<file path="config.mk">
export PLATFORM = sky130hd
export DESIGN_NAME = gqtl_emit
export DESIGN_NICKNAME = d
export VERILOG_FILES = /design/src/design/gqtl_pkg.sv /design/src/design/gqtl_emit.sv
export SDC_FILE = /design/constraint.sdc
export NUM_CORES = 1
export LEC_CHECK = 0
export ABC_CLOCK_PERIOD_IN_PS = 23000
export BUFFER_PORTS_ARGS = -buffer_cell sky130_fd_sc_hd__buf_2
export CAP_MARGIN = 10
export CELL_PAD_IN_SITES_DETAIL_PLACEMENT = 1
export CELL_PAD_IN_SITES_GLOBAL_PLACEMENT = 1
export CORE_UTILIZATION = 40
export CTS_BUF_LIST = sky130_fd_sc_hd__clkbuf_2
export CTS_CLUSTER_DIAMETER = 80
export DETAILED_ROUTE_END_ITERATION = 16
export PLACE_DENSITY_LB_ADDON = 0.1
export SYNTH_ARGS = -nofsm -noshare
export SYNTH_HDL_FRONTEND = slang
export SYNTH_SLANG_ARGS = --single-unit
</file>
<file path="constraint.sdc">
create_clock -name clock -period 23 [get_ports clock]
set_clock_uncertainty 0.05 [all_clocks]
set_input_delay 6.9 -clock clock [delete_from_list [all_inputs] [get_ports clock]]
set_output_delay 6.9 -clock clock [all_outputs]
set_load 0.02 [all_outputs]
</file>
<file path="src/design/gqtl_pkg.sv">
`default_nettype none

package gqtl_pkg;

   localparam int GLYPH_COUNT = 256;
   localparam int GLYPH_IDX_W = $clog2(GLYPH_COUNT);
   localparam int CODE_W      = 8;
   localparam int CODE_EXT_W  = CODE_W + 1;

   localparam int POS_W      = 24;
   localparam int TEX_W      = 16;
   localparam int PIX_W      = 12;
   localparam int SCALE_W    = 16;
   localparam int LINE_W     = 12;
   localparam int SUM_W      = 32;
   localparam int OFF_SC_W   = PIX_W + SCALE_W + 1;
   localparam int DIM_SC_W   = PIX_W + SCALE_W;
   localparam int CSR_IDX_W  = 3;
   localparam int CSR_DATA_W = 24;
   localparam int VERT_CNT_W = 3;

   localparam logic MODE_LOAD = 1'b0;
   localparam logic MODE_CHAR = 1'b1;

   localparam logic [CODE_W-1:0] CHAR_LF = 8'd10;
   localparam logic [CODE_W-1:0] CHAR_CR = 8'd13;

   localparam logic STATUS_VERTEX = 1'b0;
   localparam logic STATUS_WARN   = 1'b1;

   localparam logic [CSR_IDX_W-1:0] CSR_SCALE       = 3'd0;
   localparam logic [CSR_IDX_W-1:0] CSR_LINE_HEIGHT = 3'd1;
   localparam logic [CSR_IDX_W-1:0] CSR_ORIGIN_X    = 3'd2;
   localparam logic [CSR_IDX_W-1:0] CSR_ORIGIN_Y    = 3'd3;
   localparam logic [CSR_IDX_W-1:0] CSR_ORIGIN_Z    = 3'd4;

   localparam logic [SCALE_W-1:0] SCALE_RESET       = 16'd256;
   localparam logic [LINE_W-1:0]  LINE_HEIGHT_RESET = 12'd5;

   // Vertex order of a quad: which corner each of the six vertices takes.
   localparam logic [VERT_CNT_W-1:0] VERT_LAST = 3'd5;
   localparam logic [5:0] USE_X1_MASK = 6'b101100;
   localparam logic [5:0] USE_Y1_MASK = 6'b110010;

   localparam logic signed [SUM_W-1:0] SUM_POS_MAX = SUM_W'(2 ** (POS_W - 1) - 1);
   localparam logic signed [SUM_W-1:0] SUM_POS_MIN = SUM_W'(-(2 ** (POS_W - 1)));

   typedef struct packed {
      logic [TEX_W-1:0] u0;
      logic [TEX_W-1:0] v0;
      logic [TEX_W-1:0] u1;
      logic [TEX_W-1:0] v1;
   } glyph_coords_type;

   typedef struct packed {
      logic [PIX_W-1:0]        width;
      logic [PIX_W-1:0]        height;
      logic signed [PIX_W-1:0] offset_x;
      logic signed [PIX_W-1:0] offset_y;
      logic [PIX_W-1:0]        advance_x;
   } glyph_metrics_type;

   localparam int COORDS_W  = $bits(glyph_coords_type);
   localparam int METRICS_W = $bits(glyph_metrics_type);

   typedef struct packed {
      glyph_coords_type  coords;
      glyph_metrics_type metrics;
      logic              valid;
   } glyph_read_type;

   typedef struct packed {
      logic first;
      logic newline;
      logic in_range;
   } char_req_type;

   typedef struct packed {
      logic [SCALE_W-1:0]      scale;
      logic [LINE_W-1:0]       line_height;
      logic signed [POS_W-1:0] origin_x;
      logic signed [POS_W-1:0] origin_y;
      logic signed [POS_W-1:0] origin_z;
   } layout_cfg_type;

   typedef struct packed {
      logic                    warn;
      logic signed [POS_W-1:0] x0;
      logic signed [POS_W-1:0] x1;
      logic signed [POS_W-1:0] y0;
      logic signed [POS_W-1:0] y1;
      glyph_coords_type        coords;
   } quad_type;

   function automatic logic signed [POS_W-1:0] sat_pos(input logic signed [SUM_W-1:0] v);
      logic signed [POS_W-1:0] r;
      if (v > SUM_POS_MAX) begin
         r = POS_W'(SUM_POS_MAX);
      end else if (v < SUM_POS_MIN) begin
         r = POS_W'(SUM_POS_MIN);
      end else begin
         r = POS_W'(v);
      end
      return r;
   endfunction

endpackage

`default_nettype wire

</file>
<file path="src/design/gqtl_emit.sv">
`default_nettype none

module gqtl_emit
   import gqtl_pkg::*;
(
   input  wire logic                    clock,
   input  wire logic                    reset,
   input  wire logic signed [POS_W-1:0] origin_z,
   input  wire logic                    quad_valid,
   input  wire quad_type                quad,
   output logic                         quad_ready,
   output logic                         rsp_valid,
   input  wire logic                    rsp_ready,
   output logic signed [POS_W-1:0]      rsp_vert_x,
   output logic signed [POS_W-1:0]      rsp_vert_y,
   output logic signed [POS_W-1:0]      rsp_vert_z,
   output logic [TEX_W-1:0]             rsp_tex_u,
   output logic [TEX_W-1:0]             rsp_tex_v,
   output logic                         rsp_status,
   output logic                         rsp_last_of_run
);

   logic                  e_valid_ff, e_valid_in;
   logic [VERT_CNT_W-1:0] e_cnt_ff, e_cnt_in;
   quad_type              e_quad_ff;
   logic                  e_fire, e_last, e_load, use_x1, use_y1;

   logic                    o_valid_ff, o_valid_in;
   logic signed [POS_W-1:0] o_x_ff, o_y_ff, o_z_ff;
   logic [TEX_W-1:0]        o_u_ff, o_v_ff;
   logic                    o_status_ff, o_last_ff;

   assign e_fire     = e_valid_ff && (!o_valid_ff || rsp_ready);
   assign e_last     = e_quad_ff.warn || (e_cnt_ff == VERT_LAST);
   assign quad_ready = !e_valid_ff || (e_fire && e_last);
   assign e_load     = quad_valid && quad_ready;
   assign use_x1     = USE_X1_MASK[e_cnt_ff];
   assign use_y1     = USE_Y1_MASK[e_cnt_ff];

   always_comb begin
      e_valid_in = e_valid_ff;
      e_cnt_in   = e_cnt_ff;
      if (e_load) begin
         e_valid_in = 1'b1;
         e_cnt_in   = '0;
      end else if (e_fire) begin
         e_valid_in = !e_last;
         e_cnt_in   = e_cnt_ff + 1'b1;
      end
      o_valid_in = o_valid_ff;
      if (e_fire) begin
         o_valid_in = 1'b1;
      end else if (rsp_ready) begin
         o_valid_in = 1'b0;
      end
   end

   always_ff @(posedge clock) begin
      if (reset) begin
         e_valid_ff <= 1'b0;
         e_cnt_ff   <= '0;
         o_valid_ff <= 1'b0;
      end else begin
         e_valid_ff <= e_valid_in;
         e_cnt_ff   <= e_cnt_in;
         o_valid_ff <= o_valid_in;
      end
   end

   always_ff @(posedge clock) begin
      if (e_load) begin
         e_quad_ff <= quad;
      end
      if (e_fire) begin
         o_last_ff <= e_last;
         if (e_quad_ff.warn) begin
            o_x_ff      <= '0;
            o_y_ff      <= '0;
            o_z_ff      <= '0;
            o_u_ff      <= '0;
            o_v_ff      <= '0;
            o_status_ff <= STATUS_WARN;
         end else begin
            o_x_ff      <= use_x1 ? e_quad_ff.x1 : e_quad_ff.x0;
            o_y_ff      <= use_y1 ? e_quad_ff.y1 : e_quad_ff.y0;
            o_z_ff      <= origin_z;
            o_u_ff      <= use_x1 ? e_quad_ff.coords.u1 : e_quad_ff.coords.u0;
            o_v_ff      <= use_y1 ? e_quad_ff.coords.v1 : e_quad_ff.coords.v0;
            o_status_ff <= STATUS_VERTEX;
         end
      end
   end

   assign rsp_valid       = o_valid_ff;
   assign rsp_vert_x      = o_x_ff;
   assign rsp_vert_y      = o_y_ff;
   assign rsp_vert_z      = o_z_ff;
   assign rsp_tex_u       = o_u_ff;
   assign rsp_tex_v       = o_v_ff;
   assign rsp_status      = o_status_ff;
   assign rsp_last_of_run = o_last_ff;

endmodule

`default_nettype wire

</file>
==> impl_metrics.json <==
{
  "path_cells": "buf_2 > nand2b_1 > a21o_1 > buf_2",
  "cts_root_buf": "clkbuf_2",
  "slew_violations": 0,
  "start_util_pct": 41.08,
  "synth.distinct_cells": 25,
  "cts_tree": "yes",
  "maxCapViolCount": 0,
  "io_pins": 297,
  "hpwl_mm": 14.50,
  "synth_top_area_share_pct": 82.66,
  "vias_per_cell": 4.614,
  "clockBufferDepth": 3,
  "drcViolationCount": 0,
  "grt_start_max_net_pins": 65,
  "crit_buf_inv": 2,
  "power.density_nw_per_um2": 81.19,
  "synth_compound_area_share_pct": 1.032,
  "synth_warnings": 0,
  "syn-instance-count": 510,
  "worst_path_max_delay_cell": "a21o_1",
  "synth.avg_cell_area_um2": 19.02,
  "seq_area_frac_synth_pct": 84.11,
  "cts_buffers": 71,
  "worstSetupPathType": "in -> out",
  "arrival_ns": 7.55,
  "htree_num_levels": 3,
  "post-route-period-util_pct": 63.05,
  "wirelength_mm": 21.90,
  "coreArea_um2": 23610,
  "ys_seq_elements": 274,
  "fp.dieArea_um2": 24880,
  "crit_family": "buffers and inverters",
  "postCtsSetupBuffers": 0,
  "syn_area_um2": 9699,
  "clkLatencyLatePin_ns": 0.77,
  "cp.required_ns": 16.05,
  "cp_max_fo": 4,
  "drt_first_pass_iters": 4,
  "min_period_ns": 14.50,
  "grt-ovfl-total": 0,
  "dieHeight_um": 157.7,
  "grt_first_pass_wirelength_mm": 32.01,
  "synth.area.top_cells": "edfxtp_1 (83%), mux2i_1 (8.3%), nor2_1 (3.2%)",
  "slowest_delay_ns": 0.21,
  "outcome": "completed",
  "antenna_found_initial": 10,
  "rsz0062_at_grt": "no",
  "hold_buffers": 0,
  "clk_pin_slew_ns": 0.09,
  "postRouteAntennaNets": 0,
  "holdCritPathClass": "reg -> reg",
  "grt_usage_pct": 17.49,
  "final_nets": 1056,
  "p_leak_nw": 4.805,
  "synth-xor-area-share_pct": 0,
  "dieWidth_um": 157.7,
  "routedWlPerCell_um": 17.64,
  "max_slew_margin_pct": 41.95,
  "synthMuxAreaShare_pct": 8.256,
  "place_congestion": 0.7596,
  "startpoint_type": "input port",
  "cts_resized": 0,
  "vdd_drop_max_v": 0.00004052,
  "cts_sinks": 274,
  "setup_viol": 0,
  "first_global_vias": 6144,
  "drive_gt1_share_pct": 46.33,
  "synth_top_area_cell": "edfxtp_1",
  "setup_tns_ns": 0,
  "vias": 5726,
  "fmax_ghz": 0.06896,
  "synth_top_family_by_area": "multiplexers",
  "tightest_slew_ns": 0.8708,
  "syn-num-nets": 701,
  "end_kind": "output port",
  "area_growth_pct": 25.55,
  "crit_top_cell": "buf_2",
  "timing.final.hold_violations": 0,
  "p_total_mw": 0.9887,
  "row_count": 56,
  "synth-simple-area-share_pct": 5.263,
  "io_buffers": 296,
  "synth_fa_ha_area_share_pct": 0.2580,
  "detail_route.iter0.violations": 169
}
==> path summary, 6_finish.rpt <==
check	cells past startpoint	slack [ns]	from	end
setup / recovery	4	8.50	rsp_ready	quad_ready
setup reg to reg	5	20.05	e_quad_ff[160]$_DFFE_PP_	e_quad_ff[65]$_DFFE_PP_
hold / removal	2	0.50	e_quad_ff[49]$_DFFE_PP_	rsp_tex_u[1]$_SDFFCE_PP0P_
hold reg to reg	2	0.50	e_quad_ff[49]$_DFFE_PP_	rsp_tex_u[1]$_SDFFCE_PP0P_
==> Yosys cell counts <==
library cell	n
o21ai_0	2
nor3_1	1
nor2b_1	25
nor2_1	83
a21o_1	3
nand3_1	1
clkbuf_2	1
buf_1	3
a21oi_1	3
o2bb2ai_1	1
and2_1	2
a211oi_1	1
a21boi_0	1
o21ba_4	1
inv_1	3
nand2b_1	1
mux2i_1	80
or3_1	1
buf_2	8
dfxtp_1	7
edfxtp_1	267
nand2_1	2
clkbuf_1	10
a211oi_2	1
ha_1	2
==> flip-flops by register name (all words and copies together), names as in the netlist <==
name / flops
use_x1: 1
rsp_vert_y: 24
rsp_last_of_run: 1
rsp_tex_u: 16
rsp_tex_v: 16
e_quad_ff: 161
rsp_status: 1
rsp_vert_z: 24
e_valid_ff: 1
e_cnt_ff: 3
rsp_valid: 1
use_y1: 1
rsp_vert_x: 24
==> kinds of logic after synthesis <==
group / after synthesis
and+or+nand+nor: 116
adders and majority gates: 2
muxes: 80
buffers and inverters: 25
AOI/OAI and AO/OA: 13
DFF: 274
==> per-layer routing <==
layer  GRT usage (%)  share of wire [%]
met4           8.830                2.2
met2           29.47                 50
met1           18.18                 37
met5               0               0.18
met3           8.267                 11
==> power breakdown <==
group	switching, mW	leakage [nW]	internal [mW]
logic	0.0524	1.69	0.0306
registers	0.00846	2.64	0.585
clock network	0.187	0.478	0.125
total	0.248	4.81	0.741
==> through the flow <==
step | setup WS (ns) | cell area, um^2 | cells | utilization [%] | hold WS, ns
2_1_floorplan | 8.740 | 9699 | 510 | - | 0.3755
3_3_place_gp | 8.514 | 11560 | 1111 | 48.95 | 0.4863
3_5_place_dp | 8.497 | 11560 | 1111 | 48.95 | 0.4969
4_1_cts | 8.493 | 12160 | 1232 | 51.48 | 0.4866
5_1_grt | 8.455 | 12170 | 1239 | 51.55 | 0.5159
6_report | 8.498 | 12180 | 1241 | 51.57 | 0.4960
==> cell type report <==
cell class / instances / area, um^2
diodes: 9 / 22.52
well taps: 319 / 399.1
clock buffers: 111 / 555.5
clock inverters: 10 / 41.29
multi-input cells: 211 / 1446
repair buffers: 304 / 1541
flip-flops and latches: 274 / 8160
inverters: 3 / 11.26
fillers: 2447 / 11430
==> cells in the final DEF (no fill, tap or decap), types with 2 or more instances in the layout <==
| master | count |
|---|---|
| nor2_1 | 82 |
| clkbuf_2 | 111 |
| nor2b_1 | 25 |
| buf_4 | 8 |
| clkinv_1 | 8 |
| o21ai_0 | 2 |
| a21o_1 | 3 |
| edfxtp_1 | 267 |
| mux2i_1 | 80 |
| buf_2 | 296 |
| dfxtp_2 | 2 |
| dfxtp_1 | 5 |
| inv_1 | 3 |
| ha_1 | 2 |
| diode_2 | 9 |
| nand2_1 | 2 |
| a21oi_1 | 3 |
==> worst reg2reg max path, stage by stage, from the launching register on <==
cell and delay [ns]:
edfxtp_1 0.33, buf_4 0.47, a21o_1 0.16, a21o_1 0.17, and2_4 0.54, buf_4 0.77
No activity file was read; power rests on OpenSTA's default activity.
