File: config.mk
export PLATFORM = sky130hd
export DESIGN_NAME = gqtl_geom
export DESIGN_NICKNAME = d
export VERILOG_FILES = /design/src/design/gqtl_pkg.sv /design/src/design/gqtl_geom.sv
export SDC_FILE = /design/constraint.sdc
export NUM_CORES = 2
export LEC_CHECK = 0
export ABC_AREA = 1
export CORE_MARGIN = 1
export CORE_UTILIZATION = 55
export CTS_CLUSTER_SIZE = 30
export DETAILED_ROUTE_END_ITERATION = 6
export DONT_BUFFER_PORTS = 1
export PLACE_DENSITY_LB_ADDON = 0.25
export REMOVE_ABC_BUFFERS = 1
export SETUP_SLACK_MARGIN = 0.5
export SYNTH_ARGS = -nofsm -noshare
export SYNTH_HDL_FRONTEND = slang
export SYNTH_SLANG_ARGS = --single-unit
export TNS_END_PERCENT = 50
File: constraint.sdc
create_clock -name clock -period 19.4 [get_ports clock]
set_clock_uncertainty 0.05 [all_clocks]
set_input_delay 0.97 -clock clock [delete_from_list [all_inputs] [get_ports clock]]
set_output_delay 0.97 -clock clock [all_outputs]
set_load 0.01 [all_outputs]
File: src/design/gqtl_pkg.sv
`default_nettype none

package gqtl_pkg;

   localparam int GLYPH_COUNT = 256;
   localparam int GLYPH_IDX_W = $clog2(GLYPH_COUNT);
   localparam int CODE_W      = 8;
   localparam int CODE_EXT_W  = CODE_W + 1;

   localparam int POS_W      = 24;
   localparam int TEX_W      = 16;
   localparam int PIX_W      = 12;
   localparam int SCALE_W    = 16;
   localparam int LINE_W     = 12;
   localparam int SUM_W      = 32;
   localparam int OFF_SC_W   = PIX_W + SCALE_W + 1;
   localparam int DIM_SC_W   = PIX_W + SCALE_W;
   localparam int CSR_IDX_W  = 3;
   localparam int CSR_DATA_W = 24;
   localparam int VERT_CNT_W = 3;

   localparam logic MODE_LOAD = 1'b0;
   localparam logic MODE_CHAR = 1'b1;

   localparam logic [CODE_W-1:0] CHAR_LF = 8'd10;
   localparam logic [CODE_W-1:0] CHAR_CR = 8'd13;

   localparam logic STATUS_VERTEX = 1'b0;
   localparam logic STATUS_WARN   = 1'b1;

   localparam logic [CSR_IDX_W-1:0] CSR_SCALE       = 3'd0;
   localparam logic [CSR_IDX_W-1:0] CSR_LINE_HEIGHT = 3'd1;
   localparam logic [CSR_IDX_W-1:0] CSR_ORIGIN_X    = 3'd2;
   localparam logic [CSR_IDX_W-1:0] CSR_ORIGIN_Y    = 3'd3;
   localparam logic [CSR_IDX_W-1:0] CSR_ORIGIN_Z    = 3'd4;

   localparam logic [SCALE_W-1:0] SCALE_RESET       = 16'd256;
   localparam logic [LINE_W-1:0]  LINE_HEIGHT_RESET = 12'd5;

   // Vertex order of a quad: which corner each of the six vertices takes.
   localparam logic [VERT_CNT_W-1:0] VERT_LAST = 3'd5;
   localparam logic [5:0] USE_X1_MASK = 6'b101100;
   localparam logic [5:0] USE_Y1_MASK = 6'b110010;

   localparam logic signed [SUM_W-1:0] SUM_POS_MAX = SUM_W'(2 ** (POS_W - 1) - 1);
   localparam logic signed [SUM_W-1:0] SUM_POS_MIN = SUM_W'(-(2 ** (POS_W - 1)));

   typedef struct packed {
      logic [TEX_W-1:0] u0;
      logic [TEX_W-1:0] v0;
      logic [TEX_W-1:0] u1;
      logic [TEX_W-1:0] v1;
   } glyph_coords_type;

   typedef struct packed {
      logic [PIX_W-1:0]        width;
      logic [PIX_W-1:0]        height;
      logic signed [PIX_W-1:0] offset_x;
      logic signed [PIX_W-1:0] offset_y;
      logic [PIX_W-1:0]        advance_x;
   } glyph_metrics_type;

   localparam int COORDS_W  = $bits(glyph_coords_type);
   localparam int METRICS_W = $bits(glyph_metrics_type);

   typedef struct packed {
      glyph_coords_type  coords;
      glyph_metrics_type metrics;
      logic              valid;
   } glyph_read_type;

   typedef struct packed {
      logic first;
      logic newline;
      logic in_range;
   } char_req_type;

   typedef struct packed {
      logic [SCALE_W-1:0]      scale;
      logic [LINE_W-1:0]       line_height;
      logic signed [POS_W-1:0] origin_x;
      logic signed [POS_W-1:0] origin_y;
      logic signed [POS_W-1:0] origin_z;
   } layout_cfg_type;

   typedef struct packed {
      logic                    warn;
      logic signed [POS_W-1:0] x0;
      logic signed [POS_W-1:0] x1;
      logic signed [POS_W-1:0] y0;
      logic signed [POS_W-1:0] y1;
      glyph_coords_type        coords;
   } quad_type;

   function automatic logic signed [POS_W-1:0] sat_pos(input logic signed [SUM_W-1:0] v);
      logic signed [POS_W-1:0] r;
      if (v > SUM_POS_MAX) begin
         r = POS_W'(SUM_POS_MAX);
      end else if (v < SUM_POS_MIN) begin
         r = POS_W'(SUM_POS_MIN);
      end else begin
         r = POS_W'(v);
      end
      return r;
   endfunction

endpackage

`default_nettype wire

File: src/design/gqtl_geom.sv
`default_nettype none

module gqtl_geom
   import gqtl_pkg::*;
(
   input  wire logic           clock,
   input  wire logic           reset,
   input  wire layout_cfg_type cfg,
   input  wire logic           in_valid,
   input  wire char_req_type   in_req,
   output logic                in_ready,
   input  wire glyph_read_type rd_glyph,
   output logic                quad_valid,
   output quad_type            quad,
   input  wire logic           quad_ready
);

   // Stage 1: glyph entry arrives from the table.
   logic         s1_valid_ff, s1_valid_in;
   char_req_type s1_req_ff;
   logic         s1_go, s1_glyph, s1_warn;

   // Stage 2: scaled pixel quantities.
   logic                       s2_valid_ff, s2_valid_in;
   logic                       s2_first_ff, s2_nl_ff, s2_warn_ff;
   logic signed [OFF_SC_W-1:0] s2_offx_sc_ff, s2_offy_sc_ff;
   logic [DIM_SC_W-1:0]        s2_w_sc_ff, s2_h_sc_ff, s2_adv_sc_ff, s2_lh_sc_ff;
   glyph_coords_type           s2_coords_ff;
   logic signed [SUM_W-1:0]    s2_bx, s2_by;
   logic signed [POS_W-1:0]    s2_px, s2_py;
   logic                       s2_go;
   logic signed [SCALE_W:0]    scale_s;

   // Stage 3: quad corners before clamping.
   logic                    s3_valid_ff, s3_valid_in;
   logic                    s3_warn_ff;
   logic signed [SUM_W-1:0] s3_bx_ff, s3_by_ff;
   logic [DIM_SC_W-1:0]     s3_w_sc_ff, s3_h_sc_ff;
   glyph_coords_type        s3_coords_ff;
   logic                    s3_go;

   logic signed [POS_W-1:0] pen_x_ff, pen_x_in, pen_y_ff, pen_y_in;

   assign s3_go    = s3_valid_ff && quad_ready;
   assign s2_go    = s2_valid_ff && (s2_nl_ff || !s3_valid_ff || s3_go);
   assign s1_go    = s1_valid_ff && (!s2_valid_ff || s2_go);
   assign in_ready = !s1_valid_ff || s1_go;

   assign s1_glyph = !s1_req_ff.newline && s1_req_ff.in_range && rd_glyph.valid;
   assign s1_warn  = !s1_req_ff.newline && !s1_glyph;
   assign scale_s  = signed'({1'b0, cfg.scale});

   always_comb begin
      s1_valid_in = s1_valid_ff;
      if (in_valid) begin
         s1_valid_in = 1'b1;
      end else if (s1_go) begin
         s1_valid_in = 1'b0;
      end
      s2_valid_in = s2_valid_ff;
      if (s1_go) begin
         s2_valid_in = 1'b1;
      end else if (s2_go) begin
         s2_valid_in = 1'b0;
      end
      s3_valid_in = s3_valid_ff;
      if (s2_go && !s2_nl_ff) begin
         s3_valid_in = 1'b1;
      end else if (s3_go) begin
         s3_valid_in = 1'b0;
      end
   end

   // The pen is cleared ahead of the character when the item starts a new text.
   assign s2_px = s2_first_ff ? '0 : pen_x_ff;
   assign s2_py = s2_first_ff ? '0 : pen_y_ff;
   assign s2_bx = SUM_W'(cfg.origin_x) + SUM_W'(s2_px) + SUM_W'(s2_offx_sc_ff);
   assign s2_by = SUM_W'(cfg.origin_y) + SUM_W'(s2_py) + SUM_W'(s2_offy_sc_ff);

   always_comb begin
      pen_x_in = pen_x_ff;
      pen_y_in = pen_y_ff;
      if (s2_go) begin
         if (s2_nl_ff) begin
            pen_x_in = '0;
            pen_y_in = sat_pos(SUM_W'(s2_py) + signed'(SUM_W'(s2_lh_sc_ff)));
         end else if (s2_warn_ff) begin
            pen_x_in = s2_px;
            pen_y_in = s2_py;
         end else begin
            pen_x_in = sat_pos(SUM_W'(s2_px) + signed'(SUM_W'(s2_adv_sc_ff)));
            pen_y_in = s2_py;
         end
      end
   end

   always_ff @(posedge clock) begin
      if (reset) begin
         s1_valid_ff <= 1'b0;
         s2_valid_ff <= 1'b0;
         s3_valid_ff <= 1'b0;
         pen_x_ff    <= '0;
         pen_y_ff    <= '0;
      end else begin
         s1_valid_ff <= s1_valid_in;
         s2_valid_ff <= s2_valid_in;
         s3_valid_ff <= s3_valid_in;
         pen_x_ff    <= pen_x_in;
         pen_y_ff    <= pen_y_in;
      end
   end

   always_ff @(posedge clock) begin
      if (in_valid) begin
         s1_req_ff <= in_req;
      end
      if (s1_go) begin
         s2_first_ff   <= s1_req_ff.first;
         s2_nl_ff      <= s1_req_ff.newline;
         s2_warn_ff    <= s1_warn;
         s2_offx_sc_ff <= OFF_SC_W'(rd_glyph.metrics.offset_x) * OFF_SC_W'(scale_s);
         s2_offy_sc_ff <= OFF_SC_W'(rd_glyph.metrics.offset_y) * OFF_SC_W'(scale_s);
         s2_w_sc_ff    <= DIM_SC_W'(rd_glyph.metrics.width) * DIM_SC_W'(cfg.scale);
         s2_h_sc_ff    <= DIM_SC_W'(rd_glyph.metrics.height) * DIM_SC_W'(cfg.scale);
         s2_adv_sc_ff  <= DIM_SC_W'(rd_glyph.metrics.advance_x) * DIM_SC_W'(cfg.scale);
         s2_lh_sc_ff   <= DIM_SC_W'(cfg.line_height) * DIM_SC_W'(cfg.scale);
         s2_coords_ff  <= rd_glyph.coords;
      end
      if (s2_go && !s2_nl_ff) begin
         s3_warn_ff   <= s2_warn_ff;
         s3_bx_ff     <= s2_bx;
         s3_by_ff     <= s2_by;
         s3_w_sc_ff   <= s2_w_sc_ff;
         s3_h_sc_ff   <= s2_h_sc_ff;
         s3_coords_ff <= s2_coords_ff;
      end
   end

   assign quad_valid  = s3_valid_ff;
   assign quad.warn   = s3_warn_ff;
   assign quad.x0     = sat_pos(s3_bx_ff);
   assign quad.x1     = sat_pos(s3_bx_ff + signed'(SUM_W'(s3_w_sc_ff)));
   assign quad.y0     = sat_pos(s3_by_ff);
   assign quad.y1     = sat_pos(s3_by_ff + signed'(SUM_W'(s3_h_sc_ff)));
   assign quad.coords = s3_coords_ff;

endmodule

`default_nettype wire

==> impl_metrics.csv <==
group,metric,value,unit
hold_path,hold_path.class,"in2reg",
floorplanning,die_span_in_x,347,um
power_and_ir_drop,static-leakage-power,35.9,nW
yosys,synth_area,65600,um2
hold_path,holdCritStartpoint,"reset",
worst_setup_path,critical_path.slowest_cell,"sky130_fd_sc_hd__fa_1",
yosys,netlist_top_cells_count,"sky130_fd_sc_hd__nand2_1 (2108), sky130_fd_sc_hd__inv_1 (1885), sky130_fd_sc_hd__fa_1 (906)",
hold_path,hold_depth,1,
timing,final_worst_path_cycle_share,0.294,
floorplanning,coreArea,118000,um2
clock_network,tritoncts,"done",
flow_run,maxCapViolations,0,
detailed_routing,post_drt_via_cell_ratio,5.34,
run_status,run_status,"finished, final reports clean",
worst_setup_path,worst_setup_path_end_kind,"flip-flop",
detailed_routing,post-route-drc-count,0,
finish,layout-drive-gt1-share,0.0268,
clock_network,cts.path.max_buffers,3,
yosys,synthDominantAreaCellType,"sky130_fd_sc_hd__fa_1",
clock_network,cts_inserted_buffers,51,
detailed_routing,routed_wire_length_per_instance,17.9,um
finish,area.growth.synth_to_final,3.79,%
detailed_routing,detail_route.wirelength,167,mm
yosys,netlist_top_cells_area,"sky130_fd_sc_hd__fa_1 (28%), sky130_fd_sc_hd__edfxtp_1 (19%), sky130_fd_sc_hd__nand2_1 (12%), sky130_fd_sc_hd__ha_1 (11%), sky130_fd_sc_hd__inv_1 (11%)",
worst_setup_path,worst_r2r_endpoint,"quad[45]",
yosys,yosys.cell_types.count,63,
clock_network,clock-sinks,472,
placed_design,routabilityCongestion,0.945,
clock_network,clkSlewWorstSetupHoldPaths,60,ps
yosys,syn_avg_cell_area,8.23,um2
yosys,synthMostInstantiatedCell,"sky130_fd_sc_hd__nand2_1",
timing,finalWorstPathRequiredPeriod,5710,ps
worst_setup_path,crit_path_start_kind,"input port",
timing,achievable-frequency,175,MHz
worst_setup_path,worst_r2r_path_depth,9,
floorplanning,core.rowCount,126,
yosys,yosysWarnings,0,
finish,ff_latch_area,13700,um2
worst_setup_path,data_required_time_at_the_worst_endpoint,19710,ps
placed_design,place_worst_setup_slack,13230,ps
global_routing,number_of_global_route_vias_before_repair,51900,
floorplanning,fp.dieArea,121000,um2
floorplanning,floorplan.die.height,347,um
finish,fin_cells,9295,
clock_network,clock_latency,650,ps
finish,number_of_filler_instances_in_the_final_layout,10600,
detailed_routing,first_pass_iters,6,
worst_setup_path,critical-path-max-stage-delay,550,ps
clock_network,cts.root.buffer_cell,"sky130_fd_sc_hd__clkbuf_16",
global_routing,grt_max_degree,115,
worst_setup_path,r2r-start,"s2_nl_ff",
timing,tightestPinTransition,1100,ps
clock_network,cts-resized-gates,0,
yosys,share_of_flip_flops_with_an_asynchronous_set_or_reset,0,
detailed_routing,via_count,49600,
global_routing,grt_remaining_overflow,0,
worst_setup_path,setup.reg_to_reg.worst_slack,14680,ps
floorplanning,initial_utilization,0.555,
worst_setup_path,critical_path_class,"in2reg",
finish,layout.nets,9454,
clock_network,cts-htree-levels,2,
clock_network,cts_setup_buffers,0,
power_and_ir_drop,vdd_drop_max,0.000143,V
placed_design,place.detailed.hpwl,129,mm
floorplanning,ioPinCount,395,
placed_design,post-place-cells,9197,
timing,max_slew_margin,0.264,
yosys,synth-edff-count,421,
power_and_ir_drop,totalPowerFinal,9.63,mW
yosys,seq_area_frac_synth,0.208,
detailed_routing,detailedRoute.firstIterationViolations,3381,
timing,rsz0062_at_grt,"false",
placed_design,portBuffers,0,
hold_path,holdPathEnd,"pen_y_ff[3]",
worst_setup_path,timing.critical_path.arrival,6020,ps
clock_network,hold_fix_buffer_count_after_cts,0,
worst_setup_path,critPathMaxFanout,72,
yosys,synthesized_flop_and_latch_total,472,
finish,multiInputGateArea,43400,um2
timing,timing_hold_violations_final,0,
worst_setup_path,path_cells,"nand2_1 -> inv_1 -> fa_1 -> inv_1 -> fa_1 -> inv_1 -> fa_1 -> fa_1 -> inv_1 -> fa_1 -> inv_1 -> ha_1 -> nand2_1 -> nor2_1 -> nand4_1 -> o21ai_0 -> a21oi_1 -> nor3_1 -> nor2_1 -> o21bai_1 -> xor2_1",
power_and_ir_drop,power.density_cell_area,141,nW/um2
global_routing,global_route.usage.total,0.284,
yosys,synthDominantCellAreaShare,0.277,
yosys,synthesis.instances,7974,
timing,setup_viol,0,
global_routing,grt_pass1_wl,273,mm
global_routing,antenna_found_initial,4,
yosys,synth_ff_type,"sky130_fd_sc_hd__edfxtp_1",
timing,layout_setup_ws,13690,ps
timing,timing_max_transition_violations_final,0,
detailed_routing,ant_nets,0,
## cell families after synthesis
family,count (synthesis),share of synthesized area
simple gates,2766,0.168
buf+inv,2212,0.130
xor+xnor,289,0.0387
fa+ha+maj,1508,0.391
flops,472,0.208
compound gates,727,0.0644
## registers in the layout (all words and copies together), names as in the netlist, 3 cells and up
register       count
quad              64
s2_coords_ff      64
s3_bx_ff          30
s3_by_ff          30
s2_offx_sc_ff     29
s2_offy_sc_ff     29
s2_adv_sc_ff      28
s2_h_sc_ff        28
s2_lh_sc_ff       28
s2_w_sc_ff        28
s3_h_sc_ff        28
s3_w_sc_ff        28
pen_x_ff          24
pen_y_ff          24
s1_req_ff          3
## cells in the final DEF, fill, tap and decap left out, types with 5 or more instances in the layout
master	count
sky130_fd_sc_hd__a31oi_1	42
sky130_fd_sc_hd__clkbuf_16	52
sky130_fd_sc_hd__o21ai_0	143
sky130_fd_sc_hd__a21o_1	24
sky130_fd_sc_hd__a21oi_1	356
sky130_fd_sc_hd__nor4_1	13
sky130_fd_sc_hd__nand4_1	32
sky130_fd_sc_hd__nand2_4	5
sky130_fd_sc_hd__nand2_2	23
sky130_fd_sc_hd__bufinv_16	11
sky130_fd_sc_hd__a211oi_1	8
sky130_fd_sc_hd__xor2_1	181
sky130_fd_sc_hd__nand3_1	160
sky130_fd_sc_hd__nor2_2	8
sky130_fd_sc_hd__o21bai_1	28
sky130_fd_sc_hd__fa_1	906
sky130_fd_sc_hd__inv_1	1884
sky130_fd_sc_hd__xnor2_1	107
sky130_fd_sc_hd__a21boi_0	14
sky130_fd_sc_hd__o21a_1	12
sky130_fd_sc_hd__clkinv_1	8
sky130_fd_sc_hd__nor2_1	362
sky130_fd_sc_hd__a21oi_2	45
sky130_fd_sc_hd__o211ai_1	11
sky130_fd_sc_hd__nand3b_1	6
sky130_fd_sc_hd__nand2_1	2107
sky130_fd_sc_hd__nand3_2	8
sky130_fd_sc_hd__clkinv_2	12
sky130_fd_sc_hd__buf_4	12
sky130_fd_sc_hd__ha_1	602
sky130_fd_sc_hd__o21ai_1	14
sky130_fd_sc_hd__o31ai_1	5
sky130_fd_sc_hd__edfxtp_1	421
sky130_fd_sc_hd__nor3_1	29
sky130_fd_sc_hd__dfxtp_1	51
## how the worst max path moves through the flow
| stage | start | endpoint | slack [ps] | cells after the start |
|---|---|---|---|---|
| 5_1_grt | rd_glyph[36] | s2_offx_sc_ff[25] | 13480 | 19 |
| 2_1_floorplan | s2_nl_ff | s2_adv_sc_ff[0] | -1490 | 4 |
| 3_3_place_gp | cfg[89] | s2_adv_sc_ff[25] | 13250 | 21 |
| 4_1_cts | cfg[89] | s2_adv_sc_ff[25] | 13860 | 21 |
| 6_report | cfg[89] | s2_adv_sc_ff[25] | 13690 | 21 |
| 3_5_place_dp | cfg[89] | s2_adv_sc_ff[25] | 13230 | 21 |
## layout make-up
| cell class | count | area share |
|---|---|---|
| multi-input cells | 5290 | 0.638 |
| flip-flops and latches | 472 | 0.201 |
| inverters | 1887 | 0.104 |
| well taps | 1536 | 0.0282 |
| clock buffers | 57 | 0.0195 |
| clock inverters | 39 | 0.00776 |
| repair buffers | 12 | 0.00132 |
| diodes | 2 | 0.0000735 |
## through the flow
step           utilization  area, um2  TNS (ps)  hold WS (ps)
2_1_floorplan            -      64200   -351970           350
3_3_place_gp         0.561      66200         0           350
3_5_place_dp         0.561      66200         0           355
4_1_cts              0.576      68100         0           300
5_1_grt              0.577      68100         0           322
6_report             0.577      68100         0           344
## routing by layer
| metal | vias up | track usage | share of wire |
|---|---|---|---|
| met5 | - | 0 | 0.00019 |
| met2 | 1624 | 0.484 | 0.47 |
| met3 | 224 | 0.0561 | 0.079 |
| li1 | 23500 | - | - |
| met4 | 4 | 0.0643 | 0.021 |
| met1 | 24200 | 0.372 | 0.43 |
## critical path, delay by kind of cell
kind,cells,cell delay [ps]
AO/OA/AOI/OAI,3,810
XOR/XNOR,1,80
adder cells (fa/ha/maj),6,2900
buffers and inverters,5,260
AND/OR/NAND/NOR,6,880
## report_power, final
part           leakage [nW]  internal [mW]  switching [mW]  total [mW]
registers              4.32           1.70          0.0983        1.79
logic                  30.7           2.59            4.16        6.75
clock network         0.911          0.646           0.439        1.08
Power figures use the tool's default switching activity.
